<file path="src/rtl/sdc_pkg.sv">
package sdc_pkg;

    localparam int SLOT_COUNT         = 4;
    localparam int PERIOD_MS          = 100;
    localparam int ERROR_HOLD_PERIODS = 100;

    localparam int SLOT_REGS   = 4;
    localparam int CFG_INDEX_W = 3;
    localparam int CFG_DATA_W  = 16;
    localparam int DAY_MIN_W   = 11;
    localparam int ACCUM_W     = 17;

    typedef enum logic [CFG_INDEX_W-1:0] {
        REG_MAX_INIT_TRIES      = 3'd0,
        REG_DISPENSE_PERIODS    = 3'd1,
        REG_IDLE_BLINK_HALF     = 3'd2,
        REG_DISPENSE_BLINK_HALF = 3'd3,
        REG_SLOT_ZERO           = 3'd4,
        REG_SLOT_ONE            = 3'd5,
        REG_SLOT_TWO            = 3'd6,
        REG_SLOT_THREE          = 3'd7
    } cfg_reg_t;

    localparam logic [3:0]           MAX_INIT_TRIES_RST = 4'd3;
    localparam logic [15:0]          DISPENSE_PERIODS_RST = 16'd30;
    localparam logic [15:0]          IDLE_HALF_RST = 16'd50;
    localparam logic [15:0]          DISPENSE_HALF_RST = 16'd100;
    localparam logic [DAY_MIN_W-1:0] SLOT_ZERO_RST = 11'd481;
    localparam logic [DAY_MIN_W-1:0] SLOT_ONE_RST = 11'd780;
    localparam logic [DAY_MIN_W-1:0] SLOT_TWO_RST = 11'd1080;
    localparam logic [DAY_MIN_W-1:0] SLOT_THREE_RST = 11'd1320;

    localparam logic [5:0]         SLOT_WINDOW_S = 6'd5;
    localparam logic [5:0]         MINUTES_PER_HOUR = 6'd60;
    localparam logic [3:0]         TRY_LIMIT = 4'hF;
    localparam logic [15:0]        PERIODS_LIMIT = 16'hFFFF;
    localparam logic [7:0]         ERROR_LIMIT = 8'hFF;
    localparam logic [7:0]         ERROR_HOLD = 8'(ERROR_HOLD_PERIODS);
    localparam logic [ACCUM_W-1:0] BLINK_STEP = ACCUM_W'(PERIOD_MS);

    localparam logic CAUSE_BUTTON = 1'b0;
    localparam logic CAUSE_SLOT   = 1'b1;

    typedef enum logic [3:0] {
        MODE_INIT  = 4'b0001,
        MODE_IDLE  = 4'b0010,
        MODE_DISP  = 4'b0100,
        MODE_ERROR = 4'b1000
    } mode_t;

    localparam logic [1:0] STATE_CODE_INIT  = 2'd0;
    localparam logic [1:0] STATE_CODE_IDLE  = 2'd1;
    localparam logic [1:0] STATE_CODE_DISP  = 2'd2;
    localparam logic [1:0] STATE_CODE_ERROR = 2'd3;

    typedef struct packed {
        logic       clock_start_ok;
        logic       clock_set_ok;
        logic       clock_read_ok;
        logic [4:0] now_hour;
        logic [5:0] now_minute;
        logic [5:0] now_second;
        logic       button_pressed;
    } item_t;

    typedef struct packed {
        logic [1:0] state_code;
        logic       motor_on;
        logic       led_on;
        logic       dispense_started;
        logic       dispense_cause;
        logic       reset_request;
    } result_t;

    typedef struct packed {
        logic hit;
        logic early;
    } slot_match_t;

    function automatic logic [1:0] mode_code(mode_t m);
        logic [1:0] code;
        unique case (m)
            MODE_INIT:  code = STATE_CODE_INIT;
            MODE_IDLE:  code = STATE_CODE_IDLE;
            MODE_DISP:  code = STATE_CODE_DISP;
            MODE_ERROR: code = STATE_CODE_ERROR;
            default:    code = STATE_CODE_INIT;
        endcase
        return code;
    endfunction

endpackage

</file>
<file path="src/rtl/sdc_item_if.sv">
interface sdc_item_if;
    logic       valid;
    logic       ready;
    logic       clock_start_ok;
    logic       clock_set_ok;
    logic       clock_read_ok;
    logic [4:0] now_hour;
    logic [5:0] now_minute;
    logic [5:0] now_second;
    logic       button_pressed;

    modport source (
        output valid, clock_start_ok, clock_set_ok, clock_read_ok,
               now_hour, now_minute, now_second, button_pressed,
        input  ready
    );

    modport sink (
        input  valid, clock_start_ok, clock_set_ok, clock_read_ok,
               now_hour, now_minute, now_second, button_pressed,
        output ready
    );
endinterface

</file>
<file path="src/rtl/sdc_result_if.sv">
interface sdc_result_if;
    logic       valid;
    logic       ready;
    logic [1:0] state_code;
    logic       motor_on;
    logic       led_on;
    logic       dispense_started;
    logic       dispense_cause;
    logic       reset_request;

    modport source (
        output valid, state_code, motor_on, led_on, dispense_started,
               dispense_cause, reset_request,
        input  ready
    );

    modport sink (
        input  valid, state_code, motor_on, led_on, dispense_started,
               dispense_cause, reset_request,
        output ready
    );
endinterface

</file>
<file path="src/rtl/scheduled_dispense_controller.sv">
// Channel   Direction  Payload
// item      in         clock_start_ok, clock_set_ok, clock_read_ok, now_hour,
//                      now_minute, now_second, button_pressed
// result    out        state_code, motor_on, led_on, dispense_started,
//                      dispense_cause, reset_request
// cfg       in         cfg_we, cfg_index, cfg_data (write only)
//
// One transaction is accepted per cycle unless the result stalls; its result
// goes to the result register when it advances and is offered from then on.
// The input register and the result register each hold one transaction, and
// the state update between them is combinational.
// An asynchronous active-low reset returns the controller to init and the
// configuration and state registers to their default values.
// A stalled result holds the pipeline; the input side stays ready while the
// input register is empty or advancing.
module scheduled_dispense_controller (
    input  logic                              clk,
    input  logic                              rst_n,
    sdc_item_if.sink                          item,
    sdc_result_if.source                      result,
    input  logic                              cfg_we,
    input  logic [sdc_pkg::CFG_INDEX_W-1:0]   cfg_index,
    input  logic [sdc_pkg::CFG_DATA_W-1:0]    cfg_data
);
    import sdc_pkg::*;

    logic [3:0]                             max_tries_reg;
    logic [15:0]                            disp_periods_reg;
    logic [15:0]                            idle_half_reg;
    logic [15:0]                            disp_half_reg;
    logic [SLOT_REGS-1:0][DAY_MIN_W-1:0]    slot_reg;

    item_t         item_reg;
    logic          item_valid_reg;
    result_t       result_reg;
    result_t       result_next;
    logic          result_valid_reg;
    logic          advance;
    logic          item_accept;

    mode_t              mode_reg, mode_next;
    logic [3:0]         try_reg, try_next;
    logic               fired_reg, fired_next;
    logic [4:0]         fired_hour_reg, fired_hour_next;
    logic [5:0]         fired_minute_reg, fired_minute_next;
    logic [15:0]        periods_reg, periods_next;
    logic               running_reg, running_next;
    logic [ACCUM_W-1:0] accum_reg, accum_next;
    logic               led_reg, led_next;
    logic [7:0]         error_reg, error_next;
    logic               cause_reg, cause_next;
    logic               started;
    logic               request;
    logic [15:0]        half;
    logic [ACCUM_W-1:0] accum_sum;
    slot_match_t        match;

    assign advance     = item_valid_reg && (!result_valid_reg || result.ready);
    assign item.ready  = !item_valid_reg || advance;
    assign item_accept = item.valid && item.ready;

    always_ff @(posedge clk or negedge rst_n)
    begin
        if (!rst_n)
        begin
            max_tries_reg    <= MAX_INIT_TRIES_RST;
            disp_periods_reg <= DISPENSE_PERIODS_RST;
            idle_half_reg    <= IDLE_HALF_RST;
            disp_half_reg    <= DISPENSE_HALF_RST;
            slot_reg[0]      <= SLOT_ZERO_RST;
            slot_reg[1]      <= SLOT_ONE_RST;
            slot_reg[2]      <= SLOT_TWO_RST;
            slot_reg[3]      <= SLOT_THREE_RST;
        end
        else if (cfg_we)
        begin
            unique case (cfg_reg_t'(cfg_index))
                REG_MAX_INIT_TRIES:      max_tries_reg    <= cfg_data[3:0];
                REG_DISPENSE_PERIODS:    disp_periods_reg <= cfg_data;
                REG_IDLE_BLINK_HALF:     idle_half_reg    <= cfg_data;
                REG_DISPENSE_BLINK_HALF: disp_half_reg    <= cfg_data;
                REG_SLOT_ZERO:           slot_reg[0]      <= cfg_data[DAY_MIN_W-1:0];
                REG_SLOT_ONE:            slot_reg[1]      <= cfg_data[DAY_MIN_W-1:0];
                REG_SLOT_TWO:            slot_reg[2]      <= cfg_data[DAY_MIN_W-1:0];
                REG_SLOT_THREE:          slot_reg[3]      <= cfg_data[DAY_MIN_W-1:0];
                default:                 max_tries_reg    <= max_tries_reg;
            endcase
        end
    end

    always_ff @(posedge clk)
    begin
        if (item_accept)
        begin
            item_reg.clock_start_ok <= item.clock_start_ok;
            item_reg.clock_set_ok   <= item.clock_set_ok;
            item_reg.clock_read_ok  <= item.clock_read_ok;
            item_reg.now_hour       <= item.now_hour;
            item_reg.now_minute     <= item.now_minute;
            item_reg.now_second     <= item.now_second;
            item_reg.button_pressed <= item.button_pressed;
        end
        if (advance)
        begin
            result_reg <= result_next;
        end
    end

    sdc_slot_match u_slot_match (
        .slot_minute (slot_reg[SLOT_COUNT-1:0]),
        .now_hour    (item_reg.now_hour),
        .now_minute  (item_reg.now_minute),
        .now_second  (item_reg.now_second),
        .match       (match)
    );

    always_comb
    begin
        mode_next         = mode_reg;
        try_next          = try_reg;
        fired_next        = fired_reg;
        fired_hour_next   = fired_hour_reg;
        fired_minute_next = fired_minute_reg;
        periods_next      = periods_reg;
        running_next      = running_reg;
        accum_next        = accum_reg;
        led_next          = led_reg;
        error_next        = error_reg;
        cause_next        = cause_reg;
        started           = 1'b0;
        request           = 1'b0;
        half              = idle_half_reg;
        accum_sum         = '0;

        unique case (mode_reg)
            MODE_INIT:
            begin
                if (item_reg.clock_start_ok)
                begin
                    if (item_reg.clock_set_ok)
                    begin
                        try_next  = '0;
                        mode_next = MODE_IDLE;
                    end
                    else
                    begin
                        mode_next = MODE_ERROR;
                    end
                end
                else
                begin
                    if (try_reg != TRY_LIMIT)
                    begin
                        try_next = try_reg + 4'd1;
                    end
                    if (try_next >= max_tries_reg)
                    begin
                        mode_next = MODE_ERROR;
                    end
                end
            end
            MODE_IDLE:
            begin
                if (item_reg.button_pressed)
                begin
                    cause_next = CAUSE_BUTTON;
                    mode_next  = MODE_DISP;
                    accum_next = '0;
                end
                else if (item_reg.clock_read_ok)
                begin
                    if (!match.hit)
                    begin
                        fired_next = 1'b0;
                    end
                    else if (match.early
                             && !(fired_reg
                                  && fired_hour_reg == item_reg.now_hour
                                  && fired_minute_reg == item_reg.now_minute))
                    begin
                        fired_next        = 1'b1;
                        fired_hour_next   = item_reg.now_hour;
                        fired_minute_next = item_reg.now_minute;
                        cause_next        = CAUSE_SLOT;
                        mode_next         = MODE_DISP;
                        accum_next        = '0;
                    end
                end
            end
            MODE_DISP:
            begin
                if (!running_reg)
                begin
                    running_next = 1'b1;
                    periods_next = '0;
                    started      = 1'b1;
                end
                else if (periods_reg != PERIODS_LIMIT)
                begin
                    periods_next = periods_reg + 16'd1;
                end
                if (periods_next >= disp_periods_reg)
                begin
                    running_next = 1'b0;
                    mode_next    = MODE_IDLE;
                    accum_next   = '0;
                end
            end
            MODE_ERROR:
            begin
                led_next = 1'b1;
                if (error_reg != ERROR_LIMIT)
                begin
                    error_next = error_reg + 8'd1;
                end
                request = error_next >= ERROR_HOLD;
            end
            default:
            begin
                mode_next = MODE_INIT;
            end
        endcase

        // The LED accumulator runs only in idle and while dispensing.
        if (mode_next == MODE_IDLE || mode_next == MODE_DISP)
        begin
            half      = (mode_next == MODE_IDLE) ? idle_half_reg : disp_half_reg;
            accum_sum = accum_next + BLINK_STEP;
            if (accum_sum >= ACCUM_W'(half))
            begin
                led_next   = !led_next;
                accum_next = '0;
            end
            else
            begin
                accum_next = accum_sum;
            end
        end

        result_next.state_code       = mode_code(mode_next);
        result_next.motor_on         = running_next;
        result_next.led_on           = led_next;
        result_next.dispense_started = started;
        result_next.dispense_cause   = cause_next;
        result_next.reset_request    = request;
    end

    always_ff @(posedge clk or negedge rst_n)
    begin
        if (!rst_n)
        begin
            item_valid_reg   <= 1'b0;
            result_valid_reg <= 1'b0;
            mode_reg         <= MODE_INIT;
            try_reg          <= '0;
            fired_reg        <= 1'b0;
            fired_hour_reg   <= '0;
            fired_minute_reg <= '0;
            periods_reg      <= '0;
            running_reg      <= 1'b0;
            accum_reg        <= '0;
            led_reg          <= 1'b0;
            error_reg        <= '0;
            cause_reg        <= CAUSE_BUTTON;
        end
        else
        begin
            if (item.ready)
            begin
                item_valid_reg <= item.valid;
            end
            if (advance)
            begin
                result_valid_reg <= 1'b1;
            end
            else if (result.ready)
            begin
                result_valid_reg <= 1'b0;
            end
            if (advance)
            begin
                mode_reg         <= mode_next;
                try_reg          <= try_next;
                fired_reg        <= fired_next;
                fired_hour_reg   <= fired_hour_next;
                fired_minute_reg <= fired_minute_next;
                periods_reg      <= periods_next;
                running_reg      <= running_next;
                accum_reg        <= accum_next;
                led_reg          <= led_next;
                error_reg        <= error_next;
                cause_reg        <= cause_next;
            end
        end
    end

    assign result.valid            = result_valid_reg;
    assign result.state_code       = result_reg.state_code;
    assign result.motor_on         = result_reg.motor_on;
    assign result.led_on           = result_reg.led_on;
    assign result.dispense_started = result_reg.dispense_started;
    assign result.dispense_cause   = result_reg.dispense_cause;
    assign result.reset_request    = result_reg.reset_request;

    mode_onehot_a: assert property (@(posedge clk) disable iff (!rst_n)
        $onehot(mode_reg))
    else $error("Controller state is not one-hot.");

    motor_only_dispensing_a: assert property (@(posedge clk) disable iff (!rst_n)
        running_reg |-> mode_reg == MODE_DISP)
    else $error("Motor runs outside the dispensing state.");

    error_absorbing_a: assert property (@(posedge clk) disable iff (!rst_n)
        mode_reg == MODE_ERROR |=> mode_reg == MODE_ERROR)
    else $error("Controller left the error state without a reset.");

    request_in_error_a: assert property (@(posedge clk) disable iff (!rst_n)
        result.valid && result.reset_request |-> result.state_code == STATE_CODE_ERROR)
    else $error("Reset request raised outside the error state.");

    idle_empty_a: assert property (@(posedge clk) disable iff (!rst_n)
        advance |=> result_valid_reg)
    else $error("Advanced transaction did not reach the result register.");

endmodule

</file>
<file path="src/rtl/sdc_slot_match.sv">
module sdc_slot_match (
    input  logic [sdc_pkg::SLOT_COUNT-1:0][sdc_pkg::DAY_MIN_W-1:0] slot_minute,
    input  logic [4:0]                                             now_hour,
    input  logic [5:0]                                             now_minute,
    input  logic [5:0]                                             now_second,
    output sdc_pkg::slot_match_t                                   match
);
    import sdc_pkg::*;

    logic [DAY_MIN_W-1:0] day_minute;
    logic                 minute_ok;
    logic                 any_hit;

    // Hour times sixty is formed as hour times sixty-four less hour times four.
    assign day_minute = DAY_MIN_W'({now_hour, 6'b0}) - DAY_MIN_W'({now_hour, 2'b0})
                        + DAY_MIN_W'(now_minute);
    assign minute_ok  = now_minute < MINUTES_PER_HOUR;

    always_comb
    begin
        any_hit = 1'b0;
        for (int i = 0; i < SLOT_COUNT; i++)
        begin
            if (slot_minute[i] == day_minute)
            begin
                any_hit = 1'b1;
            end
        end
    end

    assign match.hit   = any_hit && minute_ok;
    assign match.early = now_second < SLOT_WINDOW_S;

endmodule

</file>
<file path="src/flat_wrapper.sv">
// flat-port wrapper written by rule: the top's interface ports become plain ports
module scheduled_dispense_controller_flat import sdc_pkg::*;
  (clk, rst_n, cfg_we, cfg_index, cfg_data, item_valid, item_clock_start_ok, item_clock_set_ok, item_clock_read_ok, item_now_hour, item_now_minute, item_now_second, item_button_pressed, item_ready, result_valid, result_state_code, result_motor_on, result_led_on, result_dispense_started, result_dispense_cause, result_reset_request, result_ready);
  sdc_item_if item_i ();
  sdc_result_if result_i ();
  input  logic clk;
  input  logic rst_n;
  input  logic cfg_we;
  input  logic [sdc_pkg::CFG_INDEX_W-1:0] cfg_index;
  input  logic [sdc_pkg::CFG_DATA_W-1:0] cfg_data;
  input wire logic [$bits(item_i.valid)-1:0] item_valid;
  input wire logic [$bits(item_i.clock_start_ok)-1:0] item_clock_start_ok;
  input wire logic [$bits(item_i.clock_set_ok)-1:0] item_clock_set_ok;
  input wire logic [$bits(item_i.clock_read_ok)-1:0] item_clock_read_ok;
  input wire logic [$bits(item_i.now_hour)-1:0] item_now_hour;
  input wire logic [$bits(item_i.now_minute)-1:0] item_now_minute;
  input wire logic [$bits(item_i.now_second)-1:0] item_now_second;
  input wire logic [$bits(item_i.button_pressed)-1:0] item_button_pressed;
  output wire logic [$bits(item_i.ready)-1:0] item_ready;
  output wire logic [$bits(result_i.valid)-1:0] result_valid;
  output wire logic [$bits(result_i.state_code)-1:0] result_state_code;
  output wire logic [$bits(result_i.motor_on)-1:0] result_motor_on;
  output wire logic [$bits(result_i.led_on)-1:0] result_led_on;
  output wire logic [$bits(result_i.dispense_started)-1:0] result_dispense_started;
  output wire logic [$bits(result_i.dispense_cause)-1:0] result_dispense_cause;
  output wire logic [$bits(result_i.reset_request)-1:0] result_reset_request;
  input wire logic [$bits(result_i.ready)-1:0] result_ready;
  assign item_i.valid = item_valid;
  assign item_i.clock_start_ok = item_clock_start_ok;
  assign item_i.clock_set_ok = item_clock_set_ok;
  assign item_i.clock_read_ok = item_clock_read_ok;
  assign item_i.now_hour = item_now_hour;
  assign item_i.now_minute = item_now_minute;
  assign item_i.now_second = item_now_second;
  assign item_i.button_pressed = item_button_pressed;
  assign item_ready = item_i.ready;
  assign result_valid = result_i.valid;
  assign result_state_code = result_i.state_code;
  assign result_motor_on = result_i.motor_on;
  assign result_led_on = result_i.led_on;
  assign result_dispense_started = result_i.dispense_started;
  assign result_dispense_cause = result_i.dispense_cause;
  assign result_reset_request = result_i.reset_request;
  assign result_i.ready = result_ready;
  scheduled_dispense_controller u_core (.clk(clk), .rst_n(rst_n), .item(item_i), .result(result_i), .cfg_we(cfg_we), .cfg_index(cfg_index), .cfg_data(cfg_data));
endmodule
</file>
<file path="config.mk">
export PLATFORM = sky130hd
export DESIGN_NAME = scheduled_dispense_controller_flat
export DESIGN_NICKNAME = d
export VERILOG_FILES = /design/src/rtl/sdc_pkg.sv /design/src/rtl/sdc_item_if.sv /design/src/rtl/sdc_result_if.sv /design/src/rtl/scheduled_dispense_controller.sv /design/src/rtl/sdc_slot_match.sv /design/src/flat_wrapper.sv
export SDC_FILE = /design/constraint.sdc
export NUM_CORES = 1
export LEC_CHECK = 0
export BUFFER_PORTS_ARGS = -buffer_cell sky130_fd_sc_hd__buf_2
export CORE_MARGIN = 3
export CORE_UTILIZATION = 60
export DETAILED_ROUTE_END_ITERATION = 10
export GPL_TIMING_DRIVEN = 0
export PLACE_DENSITY = 0.76
export SLEW_MARGIN = 20
export SYNTH_ARGS = -nofsm -noshare
export SYNTH_HDL_FRONTEND = slang
export SYNTH_HIERARCHICAL = 1
export SYNTH_SLANG_ARGS = --single-unit
export TNS_END_PERCENT = 50
</file>
<file path="constraint.sdc">
create_clock -name clk -period 11.3 [get_ports clk]
set_input_delay 1.695 -clock clk [delete_from_list [all_inputs] [get_ports clk]]
set_output_delay 1.695 -clock clk [all_outputs]
set_load 0.01 [all_outputs]
</file>
==> results of run 1 <==
## routing by layer
layer / up-vias / wire [µm] / global-route usage [%]
met2: 211 / 11800 / 41.6
li1: 3935 / - / -
met5: - / 0 / 0
met1: 3988 / 10900 / 34.1
met3: 51 / 1020 / 4.95
met4: 0 / 653 / 8.77
## logic make-up (layout without fill, tap and decap cells)
logic type      Yosys count  after routing  share of synthesized area [%]
simple gates            344            344                           16.0
flops                   190            190                           45.2
fa+ha+maj                46             46                           5.27
buf+inv                  87            171                           3.22
compound gates          190            190                           12.0
xor+xnor                 80             80                           6.81
mux                     114            114                           11.5
## final cells by class
cell class	instances	share of cell area [%]
well taps	225	2.33
multi-input cells	774	46.7
inverters	44	1.37
flip-flops and latches	190	40.8
repair buffers	52	2.42
clock buffers	24	4.26
plain buffers	43	1.54
clock inverters	8	0.611
## power by group
| part | internal, mW | total (mW) | switching, mW |
|---|---|---|---|
| clock network | 0.342 | 0.597 | 0.255 |
| logic | 0.317 | 0.725 | 0.407 |
| registers | 0.840 | 0.931 | 0.0914 |
| total | 1.50 | 2.25 | 0.754 |
## placed cells by master, fill, tap and decap left out, types with 7 or more instances in the layout
| cell | n |
|---|---|
| dfrtp_1 | 132 |
| nand2_1 | 108 |
| mux2_2 | 93 |
| nor2_1 | 60 |
| o21ai_0 | 56 |
| buf_2 | 55 |
| ha_1 | 46 |
| inv_1 | 44 |
| xnor2_1 | 42 |
| clkbuf_1 | 37 |
| xor2_1 | 34 |
| a21oi_1 | 30 |
| dfstp_2 | 30 |
| edfxtp_1 | 28 |
| nand3_1 | 26 |
| nor3_1 | 24 |
| nand2b_1 | 22 |
| nand4_1 | 21 |
| mux2i_1 | 21 |
| clkbuf_16 | 19 |
| and3_1 | 12 |
| and2_1 | 12 |
| o211ai_1 | 12 |
| or3_1 | 11 |
| a21o_1 | 8 |
| a31oi_1 | 7 |
| nor4_1 | 7 |
| a211oi_1 | 7 |
## per-stage QoR
step / cell area [µm²] / instances
2_1_floorplan: 10900 / 1051
3_3_place_gp: 11500 / 1327
3_5_place_dp: 11500 / 1328
4_1_cts: 12100 / 1360
5_1_grt: 12100 / 1360
6_report: 12100 / 1360
## worst paths after layout
check | from | end | cells past startpoint
setup / recovery | u_core/item_reg[14]$_DFFE_PP_ | u_core/accum_reg[11]$_DFFE_PN0P_ | 32
hold / removal | u_core/idle_half_reg[14]$_DFFE_PN0P_ | u_core/idle_half_reg[14]$_DFFE_PN0P_ | 1
setup reg to reg | u_core/item_reg[14]$_DFFE_PP_ | u_core/accum_reg[11]$_DFFE_PN0P_ | 32
hold reg to reg | u_core/idle_half_reg[14]$_DFFE_PN0P_ | u_core/idle_half_reg[14]$_DFFE_PN0P_ | 1
max in group asynchronous | rst_n | u_core/idle_half_reg[4]$_DFFE_PN1P_ | 2
min in group asynchronous | rst_n | u_core/fired_hour_reg[2]$_DFFE_PN0P_ | 1
==> results.json, run 1 <==
{
  "cts_tree": "built",
  "hp-class": "reg2reg",
  "yosysSeqAreaShare_pct": 45.2,
  "nets": 1213,
  "grt_pass1_wl_mm": 40.6,
  "worstMarginPinSlew_ns": 1.06,
  "first_iter_violations": 527,
  "largest_reg_flops": 44,
  "die_w_um": 141,
  "antenna_cells": 0,
  "seqCellArea_um2": 4930,
  "max_freq_mhz": 121,
  "finalPower_mw": 2.25,
  "peakVddDrop_v": 0.000125,
  "reg2reg_slack_ns": 3.02,
  "whs_ns": 0.506,
  "fin_setup_tns_ns": 0,
  "post_cts_buffers": 0,
  "setup_viol_count_final": 0,
  "finish.utilization_pct": 68.9,
  "synth-warning-count": 6,
  "crit_fanout": 10,
  "status": "finished clean",
  "drive_above_1_share_pct": 20.9,
  "dieArea_um2": 19800,
  "grt-ovfl-total": 0,
  "cts-root-buf": "clkbuf_16",
  "ys_ff_latch": 190,
  "p_leak_nw": 5.18,
  "yosysTopAreaCell": "dfrtp_1",
  "pin_count": 54,
  "die_h_um": 141,
  "synthTopCellsByArea": "dfrtp_1 30%, mux2_2 9.6%, edfxtp_1 7.7%",
  "synth_nets": 1142,
  "cp-end-kind": "flip-flop",
  "multiInputGateArea_um2": 5640,
  "cp.arrival_ns": 8.58,
  "finClkSkew_ns": 0.0110,
  "maxCapViolCount": 0,
  "fill_cells": 1384,
  "cts.htree.levels": 4,
  "ant_nets": 0,
  "synthesis.area_um2": 10900,
  "grt_pass1_vias": 8133,
  "cp-start-kind": "flip-flop",
  "post-place-ws_ns": 3.18,
  "slew_headroom_pct": 29.5,
  "drc": 0,
  "numCtsBuffers": 17,
  "wl_mm": 24.3,
  "synth-edff-count": 28,
  "gp_congestion": 0.905,
  "synthArstFlopShare_pct": 85.3,
  "cp.required_ns": 11.60,
  "critPathBufInv": 4,
  "cts_resized": 0,
  "firstDrtPassIters": 5,
  "synth_top_area_share_pct": 30.3,
  "period_needed_ns": 8.28,
  "port-buffer-count": 51,
  "clk_pin_slew_ns": 0.06,
  "area_growth_syn_to_layout_pct": 10.7,
  "finalWorstSetupSlack_ns": 3.02,
  "synth.distinct_cells": 80,
  "clkLatencyLatePin_ns": 0.43,
  "slowest_delay_ns": 0.56,
  "power_density_nw_per_um2": 186,
  "vias": 8185,
  "clk_path_buf_depth": 2,
  "avgViaCountPerCell": 6.02,
  "core_um2": 17500,
  "maxSlewViolCount": 0,
  "fin_crit_sh_pct": 73.3,
  "synth_area_per_cell_um2": 10.4,
  "cp_slowest_cell": "a2111oi_4",
  "num_rows": 48,
  "synth_flop_cell": "dfrtp_1",
  "cts.sinks": 190,
  "hpwl_mm": 17.6,
  "grt_use_total_pct": 25.4,
  "yosys-top-cells-count": "132 x dfrtp_1, 108 x nand2_1, 93 x mux2_2",
  "initial_utilization_pct": 62.3,
  "synth_most_common_cell": "dfrtp_1",
  "grt_max_degree": 101,
  "path_class": "reg2reg",
  "crit_family": "compound AO/OA/AOI/OAI gates",
  "wl_per_cell_um": 17.9,
  "antenna_found_initial": 0,
  "netlist_instances": 1051,
  "cts_hold_buf": 0,
  "finalHoldViolations": 0,
  "rsz0062_at_grt": "false"
}
Power figures use the tool's default switching activity.
==> run 2: changes to the inputs <==
- CORE_UTILIZATION: 60 -> 56
- PLACE_DENSITY: 0.76 -> 0.75
- clock period: 11.3 -> 7.1 ns (I/O delays scaled with it)
==> run 2 against run 1 <==
Critical endpoint is now u_core/accum_reg[12]$_DFFE_PN0P_. Maximum frequency up 21%. Combinational power up 68%. Via count grew 0.66%. Sequential share of layout area is 0.95 points lower. Die area is 6.8% higher.
==> results.json, run 2 (synthesized netlist as in run 1, its figures left out) <==
{
  "fin_setup_tns_ns": 0,
  "grt-ovfl-total": 0,
  "p_leak_nw": 5.27,
  "finalHoldViolations": 0,
  "clkLatencyLatePin_ns": 0.43,
  "hp-class": "reg2reg",
  "die_w_um": 146,
  "path_class": "reg2reg",
  "gp_congestion": 0.910,
  "peakVddDrop_v": 0.000206,
  "slowest_delay_ns": 0.57,
  "finClkSkew_ns": 0.00799,
  "clk_pin_slew_ns": 0.07,
  "cp-start-kind": "flip-flop",
  "max_freq_mhz": 146,
  "hpwl_mm": 17.6,
  "finish.utilization_pct": 65.3,
  "clk_path_buf_depth": 2,
  "cts.sinks": 190,
  "fin_crit_sh_pct": 96.7,
  "grt_use_total_pct": 23.2,
  "initial_utilization_pct": 57.6,
  "num_rows": 50,
  "nets": 1221,
  "status": "finished clean",
  "avgViaCountPerCell": 5.87,
  "dieArea_um2": 21200,
  "crit_family": "simple AND/OR/NAND/NOR gates",
  "antenna_found_initial": 2,
  "wl_mm": 24.8,
  "numCtsBuffers": 17,
  "drive_above_1_share_pct": 23.7,
  "critPathBufInv": 4,
  "die_h_um": 146,
  "firstDrtPassIters": 5,
  "cts.htree.levels": 4,
  "area_growth_syn_to_layout_pct": 13.4,
  "cts-root-buf": "clkbuf_16",
  "first_iter_violations": 505,
  "setup_viol_count_final": 0,
  "cp-end-kind": "flip-flop",
  "antenna_cells": 0,
  "power_density_nw_per_um2": 296,
  "layout_common_cells": "130 x dfrtp_1, 107 x nand2_1, 93 x mux2_2",
  "final_common_cell": "dfrtp_1",
  "maxSlewViolCount": 0,
  "ant_nets": 0,
  "port-buffer-count": 51,
  "largest_reg_flops": 44,
  "cp_slowest_cell": "or4_4",
  "wl_per_cell_um": 17.7,
  "slew_headroom_pct": 26.9,
  "cts_tree": "built",
  "grt_pass1_vias": 7959,
  "cts_hold_buf": 0,
  "worstMarginPinSlew_ns": 1.09,
  "pin_count": 54,
  "grt_max_degree": 84,
  "period_needed_ns": 6.86,
  "maxCapViolCount": 0,
  "vias": 8239,
  "grt_pass1_wl_mm": 39.9,
  "cp.arrival_ns": 7.17,
  "crit_fanout": 10,
  "core_um2": 19000,
  "cp.required_ns": 7.41,
  "drc": 0
}
## run 2: cell count changes in the layout (fill, tap and decap cells not counted), moves of 3 or more
cell and change:
o41ai_2 +6, clkinv_1 +3, o41ai_1 -6, clkbuf_4 +3, clkbuf_1 -5, buf_4 +11
## run 2: cell type report
cell class | instances | area [µm²]
Multi-Input combinational cell | 774 | 5810
Tap cell | 260 | 325
Fill cell | 1511 | 6580
Inverter | 44 | 165
Clock buffer | 20 | 447
Buffer | 41 | 191
Timing Repair Buffer | 62 | 368
Sequential cell | 190 | 4930
Clock inverter | 12 | 143
## run 2: repair_timing
item	CTS	global route
setup endpoints to repair	18	18
hold endpoints to repair	0	0
gates resized for setup	13	31
gates cloned	0	0
pin swaps	1	8
buffers inserted	1	9
## run 2: layer usage
layer,GRT usage [%],vias up,wire length (µm)
met4,6.70,4,501
met1,31.1,4041,10900
li1,-,3940,-
met3,5.11,34,1240
met2,38.3,220,12100
met5,0,-,22
## run 2: power breakdown
group	internal (mW)	leakage [nW]	switching (mW)
combinational	0.529	2.73	0.687
sequential	1.34	2.26	0.152
clock	0.560	0.287	0.404
## run 2: metrics by stage
| stage | cells | hold slack [ns] | power [mW] | cell area (µm²) | worst slack, ns |
|---|---|---|---|---|---|
| final | 1403 | 0.481 | 3.67 | 12400 | 0.236 |
| after global routing | 1403 | 0.512 | 3.89 | 12400 | -0.0806 |
| after CTS | 1396 | 0.489 | 3.63 | 12200 | 0.0489 |
| after detailed placement | 1363 | 0.480 | 2.63 | 11500 | -1.05 |
| after global placement | 1362 | 0.466 | 2.59 | 11500 | -1.02 |
| after floorplan | 1051 | 0.456 | 2.34 | 10900 | 0.646 |
## run 2: path summary, 6_finish.rpt
kind / to / from / slack (ns) / depth (start not counted)
min reg2reg: u_core/result.valid$_DFFE_PN0P_ / u_core/item_valid_reg$_DFFE_PN0N_ / 0.48 / 1
max in group asynchronous: u_core/disp_half_reg[6]$_DFFE_PN1P_ / rst_n / 5.63 / 2
min: u_core/result.valid$_DFFE_PN0P_ / u_core/item_valid_reg$_DFFE_PN0N_ / 0.48 / 1
max: u_core/accum_reg[12]$_DFFE_PN0P_ / u_core/periods_reg[5]$_DFFE_PN0P_ / 0.24 / 32
max reg2reg: u_core/accum_reg[12]$_DFFE_PN0P_ / u_core/periods_reg[5]$_DFFE_PN0P_ / 0.24 / 32
min in group asynchronous: u_core/slot_reg[21]$_DFFE_PN0P_ / rst_n / 0.60 / 1
==> run 3: changes to the inputs <==
- CORE_MARGIN: 3 -> 2
==> run 3 against run 2 <==
Total power hardly changed. Non-clock buffer count is 3 lower. Clock skew is 0.0058 ns higher. Final cell count is 0.36% higher. Utilization is 1.0 points lower. Worst setup slack worse by 0.021 ns. Maximum frequency is 0.30% lower. Via count is 0.56% lower. Clock-buffer cell count is 3 higher. Largest cell class unchanged. Highest routed layer is now met4.
==> results.json, run 3 (synthesized netlist as in run 1, its figures left out) <==
{
  "max_freq_mhz": 145,
  "seq_power_share_pct": 40.6,
  "avgViaCountPerCell": 5.82,
  "swShare_pct": 35.0,
  "p_int_mw": 2.38,
  "fin_crit_sh_pct": 97.0,
  "cts.sinks": 190,
  "fin_setup_tns_ns": 0,
  "slowest_delay_ns": 0.37,
  "r2r.worst_path.cells": 33,
  "hold_path_depth": 1,
  "numCtsBuffers": 17,
  "grt_use_total_pct": 24.9,
  "clk_path_buf_depth": 2,
  "wl_per_cell_um": 17.9,
  "hpwl_mm": 17.6,
  "cts_tree": "built",
  "finClkSkew_ns": 0.0138,
  "layout_common_cells": "131 x dfrtp_1, 107 x nand2_1, 93 x mux2_2",
  "maxCapViolCount": 0,
  "cp.required_ns": 7.42,
  "ant_nets": 0,
  "wl_mm": 25.2,
  "finalHoldViolations": 0,
  "drc": 0,
  "grt_pass1_wl_mm": 40.1,
  "final_common_cell": "dfrtp_1",
  "path_class": "reg2reg",
  "cp.arrival_ns": 7.20,
  "die_h_um": 144,
  "clkPwrFrac_pct": 25.2,
  "initial_utilization_pct": 56.6,
  "grt-ovfl-total": 0,
  "cts.htree.levels": 4,
  "port-buffer-count": 51,
  "crit_fanout": 10,
  "grt_pass1_vias": 7870,
  "combPwrFrac_pct": 34.2,
  "core_um2": 19300,
  "clkLatencyLatePin_ns": 0.44,
  "fin_cells": 1408,
  "num_rows": 51,
  "grt_max_degree": 91,
  "power_density_nw_per_um2": 296,
  "vias": 8193,
  "nets": 1219,
  "slew_headroom_pct": 39.9,
  "worstMarginPinSlew_ns": 0.902,
  "firstDrtPassIters": 7,
  "clk_pin_slew_ns": 0.07,
  "cts-root-buf": "clkbuf_16",
  "peakVddDrop_v": 0.000183,
  "pin_count": 54,
  "period_needed_ns": 6.88,
  "antenna_found_initial": 1,
  "area_growth_syn_to_layout_pct": 13.5,
  "path_common_cell": "clkbuf_4",
  "drive_above_1_share_pct": 24.2,
  "p_leak_nw": 5.26,
  "fill_cells": 1563,
  "hp-class": "reg2reg",
  "first_iter_violations": 472,
  "cp-start-kind": "flip-flop",
  "place_inst": 1368,
  "maxSlewViolCount": 0,
  "cp_slowest_cell": "a211o_2",
  "setup_viol_count_final": 0,
  "gp_congestion": 0.884,
  "p_sw_mw": 1.28,
  "largest_reg_flops": 44,
  "die_w_um": 144,
  "status": "finished clean",
  "dieArea_um2": 20600,
  "cp-end-kind": "flip-flop",
  "cts_hold_buf": 0
}
## run 3: cell types whose count changed in the layout (fill, tap and decap cells not counted), sizes merged
cell	delta
buf	-3
bufinv	-3
clkbuf	+3
clkinv	-6
clkinvlp	+3
diode	+2
inv	+3
nor2	+1
## run 3: metrics by stage
stage	utilization [%]	hold slack [ns]	setup WS [ns]	area [µm²]	power, mW
4_1_cts	63.2	0.499	0.0226	12200	3.60
3_5_place_dp	59.9	0.477	-1.03	11500	2.64
3_3_place_gp	59.7	0.465	-0.959	11500	2.60
2_1_floorplan	-	0.456	0.646	10900	2.34
6_report	64.3	0.495	0.215	12400	3.67
5_1_grt	64.3	0.512	-0.118	12400	3.88
## run 3: power by group through the flow
stage | combinational (mW) | sequential, mW | clock (mW)
finish | 1.25 | 1.49 | 0.924
global route | 1.38 | 1.51 | 0.988
CTS | 1.17 | 1.48 | 0.946
detailed placement | 1.15 | 1.50 | 0
global placement | 1.11 | 1.49 | 0
floorplan | 0.874 | 1.46 | 0
## run 3: path summary, 6_finish.rpt
kind | start | slack (ns) | to
worst max register to register | u_core/item_reg[14]$_DFFE_PP_ | 0.22 | u_core/accum_reg[15]$_DFFE_PN0P_
min in group asynchronous | rst_n | 0.58 | u_core/slot_reg[30]$_DFFE_PN0P_
worst min register to register | u_core/item_valid_reg$_DFFE_PN0N_ | 0.49 | u_core/result.valid$_DFFE_PN0P_
worst min-delay path | u_core/item_valid_reg$_DFFE_PN0N_ | 0.49 | u_core/result.valid$_DFFE_PN0P_
worst max-delay path | u_core/item_reg[14]$_DFFE_PP_ | 0.22 | u_core/accum_reg[15]$_DFFE_PN0P_
max in group asynchronous | rst_n | 5.67 | u_core/disp_periods_reg[2]$_DFFE_PN1P_
## run 3: timing repair
item,in CTS,in global routing
cloned,0,1
pin swaps,0,6
setup endpoints to repair,18,18
gates resized for setup,15,29
buffers inserted,2,5
## run 3: layer usage
layer / part of all wire, % / GRT usage (%) / wire [µm] / vias up
met5: 0 / 0 / 0 / -
met4: 1.9 / 8.05 / 485 / 0
met3: 4.3 / 5.33 / 1080 / 36
met2: 49 / 40.8 / 12300 / 176
met1: 45 / 33.2 / 11300 / 4048
li1: - / - / - / 3933
## run 3: final cells by class
type	instances	area (µm²)	share of cell area, %
diodes	2	5.00	0.0404
clock buffers	23	500	4.04
inverters	44	165	1.33
flip-flops and latches	190	4930	39.8
well taps	265	332	2.68
clock inverters	9	70.1	0.565
multi-input cells	775	5850	47.2
repair buffers	59	345	2.79
plain buffers	41	189	1.52
## run 3: critical path: cells and delay by family, from the launching register on
kind,cells,cell delay [ns]
xor+xnor,2,0.43
simple gates,11,1.84
flops,1,0.36
fa+ha+maj,3,0.86
compound gates,12,2.41
buf+inv,5,0.84
